$ cat config.mk
export PLATFORM = sky130hd
export DESIGN_NAME = sampled_moving_median
export DESIGN_NICKNAME = d
export VERILOG_FILES = /design/src/sv/smm_pkg.sv /design/src/sv/smm_cell.sv /design/src/sv/sampled_moving_median.sv
export VERILOG_INCLUDE_DIRS = /design/src /design/src/sv
export SDC_FILE = /design/constraint.sdc
export NUM_CORES = 2
export LEC_CHECK = 0
export ABC_CLOCK_PERIOD_IN_PS = 23300
export CAP_MARGIN = 20
export CORE_UTILIZATION = 25
export CTS_BUF_LIST = sky130_fd_sc_hd__clkbuf_8
export CTS_CLUSTER_SIZE = 8
export DETAILED_ROUTE_END_ITERATION = 8
export DONT_BUFFER_PORTS = 1
export RECOVER_POWER = 25
export SETUP_SLACK_MARGIN = 0.4
export SYNTH_ARGS = -nofsm -noshare
export SYNTH_HDL_FRONTEND = slang
export SYNTH_SLANG_ARGS = --single-unit
export TNS_END_PERCENT = 1
$ cat constraint.sdc
create_clock -name clk -period 23.3 [get_ports clk]
set_input_delay 4.66 -clock clk [delete_from_list [all_inputs] [get_ports clk]]
set_output_delay 4.66 -clock clk [all_outputs]
set_load 0.02 [all_outputs]
$ cat src/sv/assert_macros.svh
// Assertion macros for the sampled moving median top level.
// Depends on nothing; included by the top level.
`ifndef ASSERT_MACROS_SVH
`define ASSERT_MACROS_SVH

// Plain concurrent check, clocked on the rising edge and idle during reset.
`define SMM_CHECK(label, clk, rst_n, prop, msg) \
	label: assert property (@(posedge clk) disable iff (!rst_n) (prop)) else $error(msg);

// Same-cycle implication check.
`define SMM_IMPLIES(label, clk, rst_n, ante, cons, msg) \
	label: assert property (@(posedge clk) disable iff (!rst_n) (ante) |-> (cons)) \
		else $error(msg);

`endif

$ cat src/sv/smm_pkg.sv
// Package for the sampled moving median: widths, register codes and cell control.
// Depends on nothing; imported by the cell and the top level.
package smm_pkg;

	localparam int SMM_MAX_WINDOW = 32;
	localparam int SAMPLE_W       = 16;
	localparam int TICK_W         = 32;
	localparam int WSIZE_W        = 6;

	localparam logic [WSIZE_W-1:0] WSIZE_RESET  = 6'd5;
	localparam logic [TICK_W-1:0]  PERIOD_RESET = 32'd0;

	// Register codes, taken from the word address.
	typedef enum logic {
		REG_WINDOW_SIZE   = 1'b0,
		REG_SAMPLE_PERIOD = 1'b1
	} smm_reg_t;

	// Control broadcast to every cell of the sorted chain.
	typedef struct packed {
		logic                       clear;
		logic                       shift_en;
		logic                       full;
		logic signed [SAMPLE_W-1:0] sample;
	} smm_ctrl_t;

endpackage

$ cat src/sv/smm_cell.sv
// One cell of the sorted window chain: a sample, its age and a valid flag.
// Depends on smm_pkg; instantiated in a row by the top level.
module smm_cell
	import smm_pkg::*;
#(
	parameter int AW = 5
) (
	input  logic                       clk,
	input  logic                       arst_n,
	input  smm_ctrl_t                  ctrl,
	input  logic [AW-1:0]              evict_age,
	// Old contents of the cell above.
	input  logic                       up_valid,
	input  logic signed [SAMPLE_W-1:0] up_value,
	input  logic [AW-1:0]              up_age,
	input  logic                       up_le,
	// Chain from the cell below.
	input  logic                       dn_dle,
	input  logic                       dn_rle,
	input  logic                       dn_rem_valid,
	input  logic signed [SAMPLE_W-1:0] dn_rem_value,
	input  logic [AW-1:0]              dn_rem_age,
	// Own contents and chain towards the cell above.
	output logic                       valid,
	output logic signed [SAMPLE_W-1:0] value,
	output logic [AW-1:0]              age,
	output logic                       le,
	output logic                       dle,
	output logic                       rle,
	output logic                       rem_valid,
	output logic signed [SAMPLE_W-1:0] rem_value,
	output logic [AW-1:0]              rem_age
);

	logic                       valid_q;
	logic signed [SAMPLE_W-1:0] value_q;
	logic [AW-1:0]              age_q;
	logic                       del;
	logic                       nxt_valid;
	logic signed [SAMPLE_W-1:0] nxt_value;
	logic [AW-1:0]              nxt_age;

	assign valid = valid_q;
	assign value = value_q;
	assign age   = age_q;

	// The oldest entry leaves once the window is full.
	assign del = valid_q && ctrl.full && (age_q == evict_age);
	// A kept entry that sorts no higher than the new sample stays below it.
	assign le  = valid_q && !del && (value_q <= ctrl.sample);
	assign dle = dn_dle || del;

	// After the eviction, entries above the gap drop down by one place.
	always_comb begin
		if (dle) begin
			rem_valid = up_valid;
			rem_value = up_value;
			rem_age   = up_age;
			rle       = up_le;
		end else begin
			rem_valid = valid_q;
			rem_value = value_q;
			rem_age   = age_q;
			rle       = le;
		end
	end

	// Keep the remaining entry, take the new sample, or take the entry from below.
	always_comb begin
		if (rle) begin
			nxt_valid = rem_valid;
			nxt_value = rem_value;
			nxt_age   = rem_age + AW'(1);
		end else if (dn_rle) begin
			nxt_valid = 1'b1;
			nxt_value = ctrl.sample;
			nxt_age   = '0;
		end else begin
			nxt_valid = dn_rem_valid;
			nxt_value = dn_rem_value;
			nxt_age   = dn_rem_age + AW'(1);
		end
	end

	always_ff @(posedge clk or negedge arst_n) begin
		if (!arst_n) begin
			valid_q <= 1'b0;
		end else if (ctrl.clear) begin
			valid_q <= 1'b0;
		end else if (ctrl.shift_en) begin
			valid_q <= nxt_valid;
		end
	end

	always_ff @(posedge clk) begin
		if (ctrl.shift_en) begin
			value_q <= nxt_value;
			age_q   <= nxt_age;
		end
	end

endmodule

$ cat src/sv/sampled_moving_median.sv
// Sampled moving median: a sorted chain of cells inserts a sample and evicts the oldest.
// A result word passes stage one and then the output register once its input is taken.
// Throughput: one word per cycle while out_stall holds nothing back; the cell chain updates
// in the accept cycle and the median is picked from it in stage one, through the output register.
// Reset clears the cell valid flags, fill count, held median and last tick at once;
// a register write restarts the filter in the same way.
module sampled_moving_median
	import smm_pkg::*;
#(
	parameter int MAX_WINDOW = SMM_MAX_WINDOW
) (
	input  logic                       clk,
	input  logic                       arst_n,
	input  logic signed [SAMPLE_W-1:0] sample,
	input  logic [TICK_W-1:0]          tick_now,
	input  logic                       in_valid,
	output logic                       in_stall,
	output logic signed [SAMPLE_W-1:0] median,
	output logic                       accepted,
	output logic                       out_valid,
	input  logic                       out_stall,
	input  logic                       psel,
	input  logic                       penable,
	input  logic                       pwrite,
	input  logic [2:0]                 paddr,
	input  logic [31:0]                pwdata,
	output logic [31:0]                prdata,
	output logic                       pready
);

	`include "assert_macros.svh"

	localparam int IW = (MAX_WINDOW > 1) ? $clog2(MAX_WINDOW) : 1;
	localparam int CW = $clog2(MAX_WINDOW + 1);
	localparam int NW = (CW > WSIZE_W) ? CW : WSIZE_W;

	logic [WSIZE_W-1:0]         window_size_q;
	logic [TICK_W-1:0]          sample_period_q;
	logic [TICK_W-1:0]          last_tick_q;
	logic [CW-1:0]              fill_q;
	logic signed [SAMPLE_W-1:0] cur_med_q;
	logic                       s1_valid_q;
	logic                       acc_s1;
	logic                       out_valid_q;
	logic signed [SAMPLE_W-1:0] out_med_q;
	logic                       out_acc_q;

	logic                       cfg_wr;
	smm_reg_t                   cfg_reg;
	logic [NW-1:0]              len_n;
	logic [CW-1:0]              len_w;
	logic [IW-1:0]              evict_age;
	logic                       full;
	logic                       tick_ok;
	logic                       in_acc;
	logic                       s1_adv;
	logic [IW-1:0]              med_idx;
	logic signed [SAMPLE_W-1:0] med_sel;
	smm_ctrl_t                  ctrl;

	logic                       c_valid     [MAX_WINDOW];
	logic signed [SAMPLE_W-1:0] c_value     [MAX_WINDOW];
	logic [IW-1:0]              c_age       [MAX_WINDOW];
	logic                       c_le        [MAX_WINDOW];
	logic                       c_dle       [MAX_WINDOW];
	logic                       c_rle       [MAX_WINDOW];
	logic                       c_rem_valid [MAX_WINDOW];
	logic signed [SAMPLE_W-1:0] c_rem_value [MAX_WINDOW];
	logic [IW-1:0]              c_rem_age   [MAX_WINDOW];
	logic [MAX_WINDOW-1:0]      valid_vec;

	// Configuration port: always ready, word address selects the register.
	assign pready  = 1'b1;
	assign cfg_wr  = psel && penable && pwrite;
	assign cfg_reg = smm_reg_t'(paddr[2]);

	always_comb begin
		case (cfg_reg)
			REG_WINDOW_SIZE:   prdata = 32'(window_size_q);
			REG_SAMPLE_PERIOD: prdata = sample_period_q;
			default:           prdata = '0;
		endcase
	end

	always_ff @(posedge clk or negedge arst_n) begin
		if (!arst_n) begin
			window_size_q   <= WSIZE_RESET;
			sample_period_q <= PERIOD_RESET;
		end else if (cfg_wr) begin
			case (cfg_reg)
				REG_WINDOW_SIZE:   window_size_q   <= pwdata[WSIZE_W-1:0];
				REG_SAMPLE_PERIOD: sample_period_q <= pwdata;
				default:           ;
			endcase
		end
	end

	// Effective window length: capped at the chain length, then made odd.
	always_comb begin
		len_n = NW'(window_size_q);
		if (len_n > NW'(MAX_WINDOW)) begin
			len_n = NW'(MAX_WINDOW);
		end
		if (!len_n[0]) begin
			len_n = (len_n == '0) ? NW'(1) : len_n - NW'(1);
		end
		len_w = CW'(len_n);
	end

	assign evict_age = IW'(len_w - CW'(1));
	assign full      = (fill_q == len_w);
	assign tick_ok   = (tick_now - last_tick_q) > sample_period_q;

	// Handshake: stage one holds a word until the output register can take it.
	assign s1_adv   = s1_valid_q && (!out_valid_q || !out_stall);
	assign in_stall = s1_valid_q && !s1_adv;
	assign in_acc   = in_valid && !in_stall;

	assign ctrl.clear    = cfg_wr;
	assign ctrl.shift_en = in_acc && tick_ok && !cfg_wr;
	assign ctrl.full     = full;
	assign ctrl.sample   = sample;

	// Filter state outside the chain.
	always_ff @(posedge clk or negedge arst_n) begin
		if (!arst_n) begin
			last_tick_q <= '0;
			fill_q      <= '0;
		end else if (cfg_wr) begin
			last_tick_q <= '0;
			fill_q      <= '0;
		end else if (ctrl.shift_en) begin
			last_tick_q <= tick_now;
			fill_q      <= full ? fill_q : fill_q + CW'(1);
		end
	end

	// The sorted chain of cells.
	for (genvar i = 0; i < MAX_WINDOW; i++) begin : g_cell
		logic                       up_valid;
		logic signed [SAMPLE_W-1:0] up_value;
		logic [IW-1:0]              up_age;
		logic                       up_le;
		logic                       dn_dle;
		logic                       dn_rle;
		logic                       dn_rem_valid;
		logic signed [SAMPLE_W-1:0] dn_rem_value;
		logic [IW-1:0]              dn_rem_age;

		if (i == MAX_WINDOW - 1) begin : g_top
			assign up_valid = 1'b0;
			assign up_value = '0;
			assign up_age   = '0;
			assign up_le    = 1'b0;
		end else begin : g_mid
			assign up_valid = c_valid[i+1];
			assign up_value = c_value[i+1];
			assign up_age   = c_age[i+1];
			assign up_le    = c_le[i+1];
		end

		if (i == 0) begin : g_bottom
			assign dn_dle       = 1'b0;
			assign dn_rle       = 1'b1;
			assign dn_rem_valid = 1'b0;
			assign dn_rem_value = '0;
			assign dn_rem_age   = '0;
		end else begin : g_above
			assign dn_dle       = c_dle[i-1];
			assign dn_rle       = c_rle[i-1];
			assign dn_rem_valid = c_rem_valid[i-1];
			assign dn_rem_value = c_rem_value[i-1];
			assign dn_rem_age   = c_rem_age[i-1];
		end

		smm_cell #(
			.AW (IW)
		) u_cell (
			.clk          (clk),
			.arst_n       (arst_n),
			.ctrl         (ctrl),
			.evict_age    (evict_age),
			.up_valid     (up_valid),
			.up_value     (up_value),
			.up_age       (up_age),
			.up_le        (up_le),
			.dn_dle       (dn_dle),
			.dn_rle       (dn_rle),
			.dn_rem_valid (dn_rem_valid),
			.dn_rem_value (dn_rem_value),
			.dn_rem_age   (dn_rem_age),
			.valid        (c_valid[i]),
			.value        (c_value[i]),
			.age          (c_age[i]),
			.le           (c_le[i]),
			.dle          (c_dle[i]),
			.rle          (c_rle[i]),
			.rem_valid    (c_rem_valid[i]),
			.rem_value    (c_rem_value[i]),
			.rem_age      (c_rem_age[i])
		);

		assign valid_vec[i] = c_valid[i];
	end

	// The median sits at the middle of the filled part of the chain.
	assign med_idx = IW'(fill_q >> 1);
	assign med_sel = acc_s1 ? c_value[med_idx] : cur_med_q;

	// Stage one and the output register.
	always_ff @(posedge clk or negedge arst_n) begin
		if (!arst_n) begin
			s1_valid_q  <= 1'b0;
			out_valid_q <= 1'b0;
			cur_med_q   <= '0;
		end else begin
			if (in_acc) begin
				s1_valid_q <= 1'b1;
			end else if (s1_adv) begin
				s1_valid_q <= 1'b0;
			end
			if (s1_adv) begin
				out_valid_q <= 1'b1;
			end else if (!out_stall) begin
				out_valid_q <= 1'b0;
			end
			if (cfg_wr) begin
				cur_med_q <= '0;
			end else if (s1_adv) begin
				cur_med_q <= med_sel;
			end
		end
	end

	always_ff @(posedge clk) begin
		if (in_acc) begin
			acc_s1 <= tick_ok;
		end
		if (s1_adv) begin
			out_med_q <= med_sel;
			out_acc_q <= acc_s1;
		end
	end

	assign median    = out_med_q;
	assign accepted  = out_acc_q;
	assign out_valid = out_valid_q;

	// Checks on the chain and the fill count.
	`SMM_CHECK(a_fill_in_len, clk, arst_n, fill_q <= len_w, "fill count beyond window length")
	`SMM_CHECK(a_valid_count, clk, arst_n, $countones(valid_vec) == 32'(fill_q), "cell valid flags disagree with fill count")
	`SMM_IMPLIES(a_acc_filled, clk, arst_n, s1_valid_q && acc_s1, fill_q != '0, "accepted word with an empty window")

endmodule
# --- Word-level counts from Yosys, hierarchy flattened ---
# Cells that the tools add are included.
totals:
  word_cells: 828
  latch_bits: 0
  mem_count: 0
  out_inout_bits: 52
  regBits: 816
  mem_bits_ro: 0
  mem_bits_rw: 0
classes:
  n_addsub: 36
  div: 0
  n_lt_le_gt_ge: 35
  mux: 399
  shifts: 0
  n_eq_ne: 37
  multipliers: 0
  reduce_logical: 213
  bitwise: 2
ops:
  columns: ["cell", "n"]
  rows:
  - ["$mux W16", 100]
  - ["$le A16 B16 Y1", 32]
  - ["$mux W5", 94]
  - ["$mux W1", 195]
  - ["$add A5 B1 Y5 const B", 32]
  - ["$eq A5 B5 Y1", 32]
  - ["$logic_and A1 B1 Y1", 135]
  - ["$bmux W16 S5", 1]
  - ["$mux W32", 2]
  - ["$pmux W32 S2", 1]
  - ["$logic_not A1 Y1", 37]
  - ["$mux W6", 6]
  - ["$gt A32 B32 Y1", 1]
  - ["$logic_or A1 B1 Y1", 32]
  - ["$sub A32 B32 Y32", 1]
  - ["$reduce_and A2 Y1", 5]
  - ["$add A6 B1 Y6 const B", 1]
  - ["$eq A6 B6 Y1", 1]
  - ["$ge A6 B6 Y1 const B", 1]
  - ["$gt A6 B6 Y1 const B", 1]
  - ["$logic_not A6 Y1", 1]
  - ["$not A5 Y6", 1]
  - ["$reduce_bool A2 Y1", 3]
  - ["$sub A6 B1 Y6 const B", 1]
  - ["5 further kinds", 6]

# --- Logic depth before layout (Yosys ltp) ---
depth:
  depth_word: 43
  mapped_depth: 33
  ltp_nobuf: 28

# --- Cells and area by module ---
# A second synthesis with hierarchy kept.
unflattened:
  hier_cells: 7357
  area_unflattened_um2: 79745.2
by_module_without_submodules:
  columns: ["module", "cells_per_inst", "seq_area_each_um2", "n_inst", "area_per_inst_um2"]
  rows:
  - ["smm_cell (g_cell[0].u_cell ...)", 192, 655.6, 23, 2107.0]
  - ["smm_cell (g_cell[30].u_cell ...)", 210, 655.6, 8, 2210.9]
  - ["sampled_moving_median", 1040, 2895.3, 1, 11392.2]
  - ["smm_cell (g_cell[9].u_cell)", 221, 655.6, 1, 2204.6]

# --- Worst setup path after synthesis ---
# No wires, ideal clock.
synth_timing:
  path_type: "input to register"
  from: "input tick_now[0]"
  to: "register g_cell[31].u_cell.value_q[0] (enable)"
  stages: 24
  path_buffers: 1
  slack_ns: -2.611
  t_arrival_ns: 25.520
  cell_sequence: "inv_1 > ha_1 > inv_1 > fa_1 > a21o_1 > a21oi_1 > o21ai_0 > a21oi_1 > o21bai_1 > a21oi_1 > o2111ai_1 > a31oi_1 > o21bai_1 > a2111oi_0 > nor3_1 > xor2_1 > ha_1 > nand4_1 > nor4_1 > o21ai_0 > a211oi_1 > clkbuf_1 > and2_1 > nor2b_1"
synth_rtl:
  columns: ["item", "line_no", "source"]
  rows:
  - ["start, declared", "sampled_moving_median.sv:15", "input logic [TICK_W-1:0] tick_now,"]
  - ["end signal, assigned", "smm_cell.sv:97", "value_q <= nxt_value;"]
  - ["end, declared", "smm_cell.sv:36", "logic signed [SAMPLE_W-1:0] value_q;"]

# --- Final worst setup path ---
layout_timing:
  from: "register window_size_q[5]"
  to: "register g_cell[30].u_cell.age_q[4], data pin"
layout_via:
  elab_chain_cells: 41
  word_cells_on_any_way: 151
  cone_classes: "add/sub: 4; order compare: 1; eq/ne: 33; mux: 9; reduce/logical: 104"
layout_lines:
  columns: ["item", "line_no", "source"]
  rows:
  - ["start, declared", "sampled_moving_median.sv:37", "logic [WSIZE_W-1:0] window_size_q;"]
  - ["start signal, assigned", "sampled_moving_median.sv:91", "REG_WINDOW_SIZE: window_size_q <= pwdata[WSIZE_W-1:0];"]
  - ["$gt A6 B6 Y1", "sampled_moving_median.sv:101", "if (len_n > NW'(MAX_WINDOW)) begin"]
  - ["$mux W6 *", "sampled_moving_median.sv:101", null]
  - ["$sub A6 B1 Y6 or $logic_not A6 Y1 (tied branches)", "sampled_moving_median.sv:105", "len_n = (len_n == '0) ? NW'(1) : len_n - NW'(1);"]
  - ["$mux W6", "sampled_moving_median.sv:105", null]
  - ["$mux W6 *", "sampled_moving_median.sv:104", "if (!len_n[0]) begin"]
  - ["$sub A5 B1 Y5 or $eq A6 B6 Y1 (tied branches)", "sampled_moving_median.sv:110, sampled_moving_median.sv:111", null]
  - ["$eq A5 B5 Y1 or $logic_and A1 B1 Y1 (tied branches)", "smm_cell.sv:48", "assign del = valid_q && ctrl.full && (age_q == evict_age);"]
  - ["$logic_and A1 B1 Y1", "smm_cell.sv:48", null]
  - ["$logic_or A1 B1 Y1 (29 in a row)", "smm_cell.sv:51", "assign dle = dn_dle || del;"]
  - ["$mux W5 or $logic_or A1 B1 Y1 (tied branches)", "smm_cell.sv:55, smm_cell.sv:51", null]
  - ["$add A5 B1 Y5 or $mux W5 (tied branches)", "smm_cell.sv:81, smm_cell.sv:55", null]
  - ["$mux W5 or $add A5 B1 Y5 (tied branches)", "smm_cell.sv:74, smm_cell.sv:73", null]
  - ["$mux W5 *", "smm_cell.sv:70", "if (rle) begin"]
  - ["net g_cell[30].u_cell.nxt_age[4]", "smm_cell.sv:41", "logic [AW-1:0] nxt_age;"]
  - ["end signal, assigned", "smm_cell.sv:98", "age_q <= nxt_age;"]
  - ["end, declared", "smm_cell.sv:37", "logic [AW-1:0] age_q;"]
# The timed path passes the listed nets; every way through them passes the cells marked *.
# A chain may end at the register's enable or synchronous reset.

==> results.yml <==
run_status:
  status: "finished with violations"
  violations: "max-capacitance violations, max-slew violations"
worst_hold_path:
  whs_path_depth: 1
  min_path_type: "flip-flop to flip-flop"
floorplanning:
  die_x_um: 531.2
  initial_core_util_pct: 25.24
  die_y_um: 531.2
  io_pins: 142
  fp.dieArea_um2: 282200
  placementRows: 193
  core-area_um2: 277500
sta:
  finClkSkew_ns: 0.1183
  setup_tns_ns: 0
  slew_viol_final: 958
  setup_viol: 0
  rsz0062_at_grt: "false"
  post-route-period-util_pct: 56.86
  fmax_ghz: 0.07548
  slew_headroom_pct: -224.5
  hold_viol_final: 0
  worst_pin_slew_ns: 4.845
  period_minus_slack_ns: 13.25
final_layout:
  multi_input_area_um2: 43600
  seq_area_um2: 23880
  fin_area_um2: 76570
  finalNetCount: 7499
  fillers: 29049
  layout-drive-gt1-share_pct: 12.80
  syn_to_final_growth_pct: 9.362
global_route:
  overflow: 0
  antenna_found_initial: 7
  grt_usage_pct: 15.71
  grt_pass1_vias: 56414
  grt_max_degree: 148
  grt_pass1_wl_um: 347500
pwr:
  seqPwrFrac_pct: 31.2
  p_per_area_nw_per_um2: 164.3
  p_switching_uw: 5841
  power.internal_uw: 6741
  peakVddDrop_v: 0.0002817
  clock_power_share_pct: 11.0
  power_uw: 12580
  p_comb_share_pct: 57.8
  p_sw_share_pct: 46.42
  p_leak_uw: 0.03028
synthesis:
  yosys.area_share.simple_pct: 12.17
  yosysTopAreaCell: "edfxtp_1"
  syn_inst: 6993
  synthArstFlopShare_pct: 15.44
  synth_top_area_share_pct: 29.59
  synth-edff-count: 690
  ys_seq_area_share_pct: 34.10
  synth_cell_types: 108
  netlist_area_um2: 70020
  muxShareOfSynthArea_pct: 19.30
  synth_flop_cell: "edfxtp_1"
  synth_area_leaders: "edfxtp_1, ha_1, mux2i_1"
  synth_xor_area_share_pct: 4.240
  synthAdderAreaFrac_pct: 10.93
  synth_area_per_cell_um2: 10.01
  synth_top_family_by_area: "multiplexers"
  synth_nets: 7694
  synth-compound-area-share_pct: 15.30
  yosys_warnings: 0
  ys_ff_latch: 816
clocking:
  cts_sinks: 816
  cts_resized: 0
  cts_setup_buffers: 0
  insertion_delay_ns: 0.94
  cts_tree: "yes"
  cts_max_path_buffers: 4
  hold_buffers: 0
  root_buffer: "clkbuf_8"
  cts_buffers: 155
  htreeDepth: 4
  clk_pin_slew_ns: 0.07
setup_path:
  cp_data_required_time_ns: 23.98
  crit_slowest_cell: "clkbuf_1"
  path_class: "flip-flop to flip-flop"
  startpoint_type: "flip-flop"
  critPathMaxStageDelay_ns: 2.58
  reg2regPathDepth: 28
  worst_setup_path_end_kind: "flip-flop"
  worstPathMaxFanout: 35
  cp.arrival_ns: 13.92
detailed_routing:
  dr_total_vias: 56864
  drc: 0
  postRouteWirelength_um: 228600
  drt_iter0_drc: 5193
  viasPerCell: 5.357
  antenna_left: 0
  first_pass_iters: 6
  wl_per_cell_um: 21.53
run:
  max_cap_viol_count: 25
placement:
  dp_hpwl_um: 163300
  globalplace.congestion: 0.9057
  port_buffers: 0
  place_area_um2: 73920
power by group through the flow:
stage          sequential, uW  clock, uW  combinational (uW)
3_5_place_dp             3940          0                7120
4_1_cts                  3910       1410                7160
5_1_grt                  4030       1470                8010
6_report                 3930       1390                7270
2_1_floorplan            3680          0                5450
3_3_place_gp             3900          0                6940
cell type report:
| class | count | area share [%] |
|---|---|---|
| multi-input cells | 5519 | 56.94 |
| flip-flops and latches | 816 | 31.19 |
| well taps | 3705 | 6.054 |
| clock buffers | 170 | 3.056 |
| repair buffers | 117 | 1.242 |
| inverters | 189 | 0.9265 |
| clock inverters | 96 | 0.5833 |
| diodes | 3 | 0.009804 |
worst paths after layout:
check,start,slack (ns),to
min reg2reg,s1_valid_q$_DFFE_PN0P_,0.50,out_valid$_DFFE_PN0P_
min in group asynchronous,arst_n,3.51,last_tick_q[16]$_DFFE_PN0P_
min,s1_valid_q$_DFFE_PN0P_,0.50,out_valid$_DFFE_PN0P_
max in group asynchronous,arst_n,19.32,g_cell[24].u_cell.valid$_DFFE_PN0P_
max reg2reg,window_size_q[5]$_DFFE_PN0P_,10.05,g_cell[30].u_cell.age[4]$_DFFE_PP_
max,window_size_q[5]$_DFFE_PN0P_,10.05,g_cell[30].u_cell.age[4]$_DFFE_PP_
critical path: cells and delay by family (launching register included):
kind,cells,cell delay (ns)
mux,3,0.85
buf+inv,4,4.78
simple gates,11,2.31
compound gates,5,2.97
fa+ha+maj,3,0.84
xor+xnor,2,0.50
flops,1,0.73
kinds of logic after synthesis:
family	Yosys count
AO/OA/AOI/OAI	1726
XOR/XNOR	280
adder cells (fa/ha/maj)	611
buffers and inverters	658
flip-flops	816
multiplexers	1103
other	2
AND/OR/NAND/NOR	1797
registers in the layout (all words and copies together), names as in the netlist:
signal / flops
acc_s1: 1
accepted: 1
cur_med_q: 16
fill_q: 6
g_cell.u_cell.age: 160
g_cell.u_cell.valid: 32
g_cell.u_cell.value: 512
last_tick_q: 32
median: 16
out_valid: 1
s1_valid_q: 1
sample_period_q: 32
window_size_q: 6
per-layer routing:
| layer | track usage (%) | part of all wire, % | vias up |
|---|---|---|---|
| met5 | 0 | 0.0096 | - |
| met4 | 4.911 | 3.2 | 4 |
| met3 | 3.528 | 9.1 | 428 |
| met2 | 24.94 | 45 | 2198 |
| met1 | 21.05 | 43 | 28135 |
| li1 | - | - | 26099 |
synth_stat cells, types with 116 or more instances:
cell and count:
mux2i_1 567, inv_1 173, xnor2_1 120, mux2_2 375, o21ai_0 546, buf_2 126
o211ai_1 188, xor2_1 122, mux4_2 160, a21o_1 116, nand3_1 180, nor2_1 431
ha_1 610, clkbuf_1 249, nand2_1 640, a21oi_1 390, edfxtp_1 690, dfrtp_1 124
placed cells by master (no fill, tap or decap), types with 13 or more instances in the layout:
master,instances
a21o_1,116
a21oi_1,388
a22oi_1,23
and2_1,46
and3_1,20
and4_1,13
buf_4,79
clkbuf_1,27
clkbuf_8,170
clkinv_1,21
dfrtp_1,122
edfxtp_1,690
ha_1,609
inv_1,235
mux2_2,363
mux2i_1,566
mux4_2,160
nand2_1,642
nand2b_1,51
nand3_1,180
nand3b_1,23
nand4_1,114
nand4b_1,13
nor2_1,427
nor2b_1,85
nor3_1,69
nor4_1,13
nor4b_1,20
o211ai_1,188
o21a_1,95
o21ai_0,548
o21ai_1,32
o221ai_1,18
o22ai_1,97
o2bb2ai_1,27
o31ai_1,23
or3_1,30
xnor2_1,119
xnor3_1,37
xor2_1,122
stage by stage:
| stage | util (%) | hold slack (ns) | std cells | setup slack [ns] |
|---|---|---|---|---|
| finish | 27.60 | 0.4994 | 10615 | 10.05 |
| global route | 27.60 | 0.5436 | 10614 | 9.492 |
| CTS | 27.65 | 0.5011 | 10603 | 10.52 |
| detailed placement | 26.64 | 0.4906 | 10337 | 9.592 |
| global placement | 26.62 | 0.4719 | 10335 | 9.513 |
| floorplan | - | 0.4574 | 6993 | 4.765 |
No activity file was read; power rests on OpenSTA's default activity.
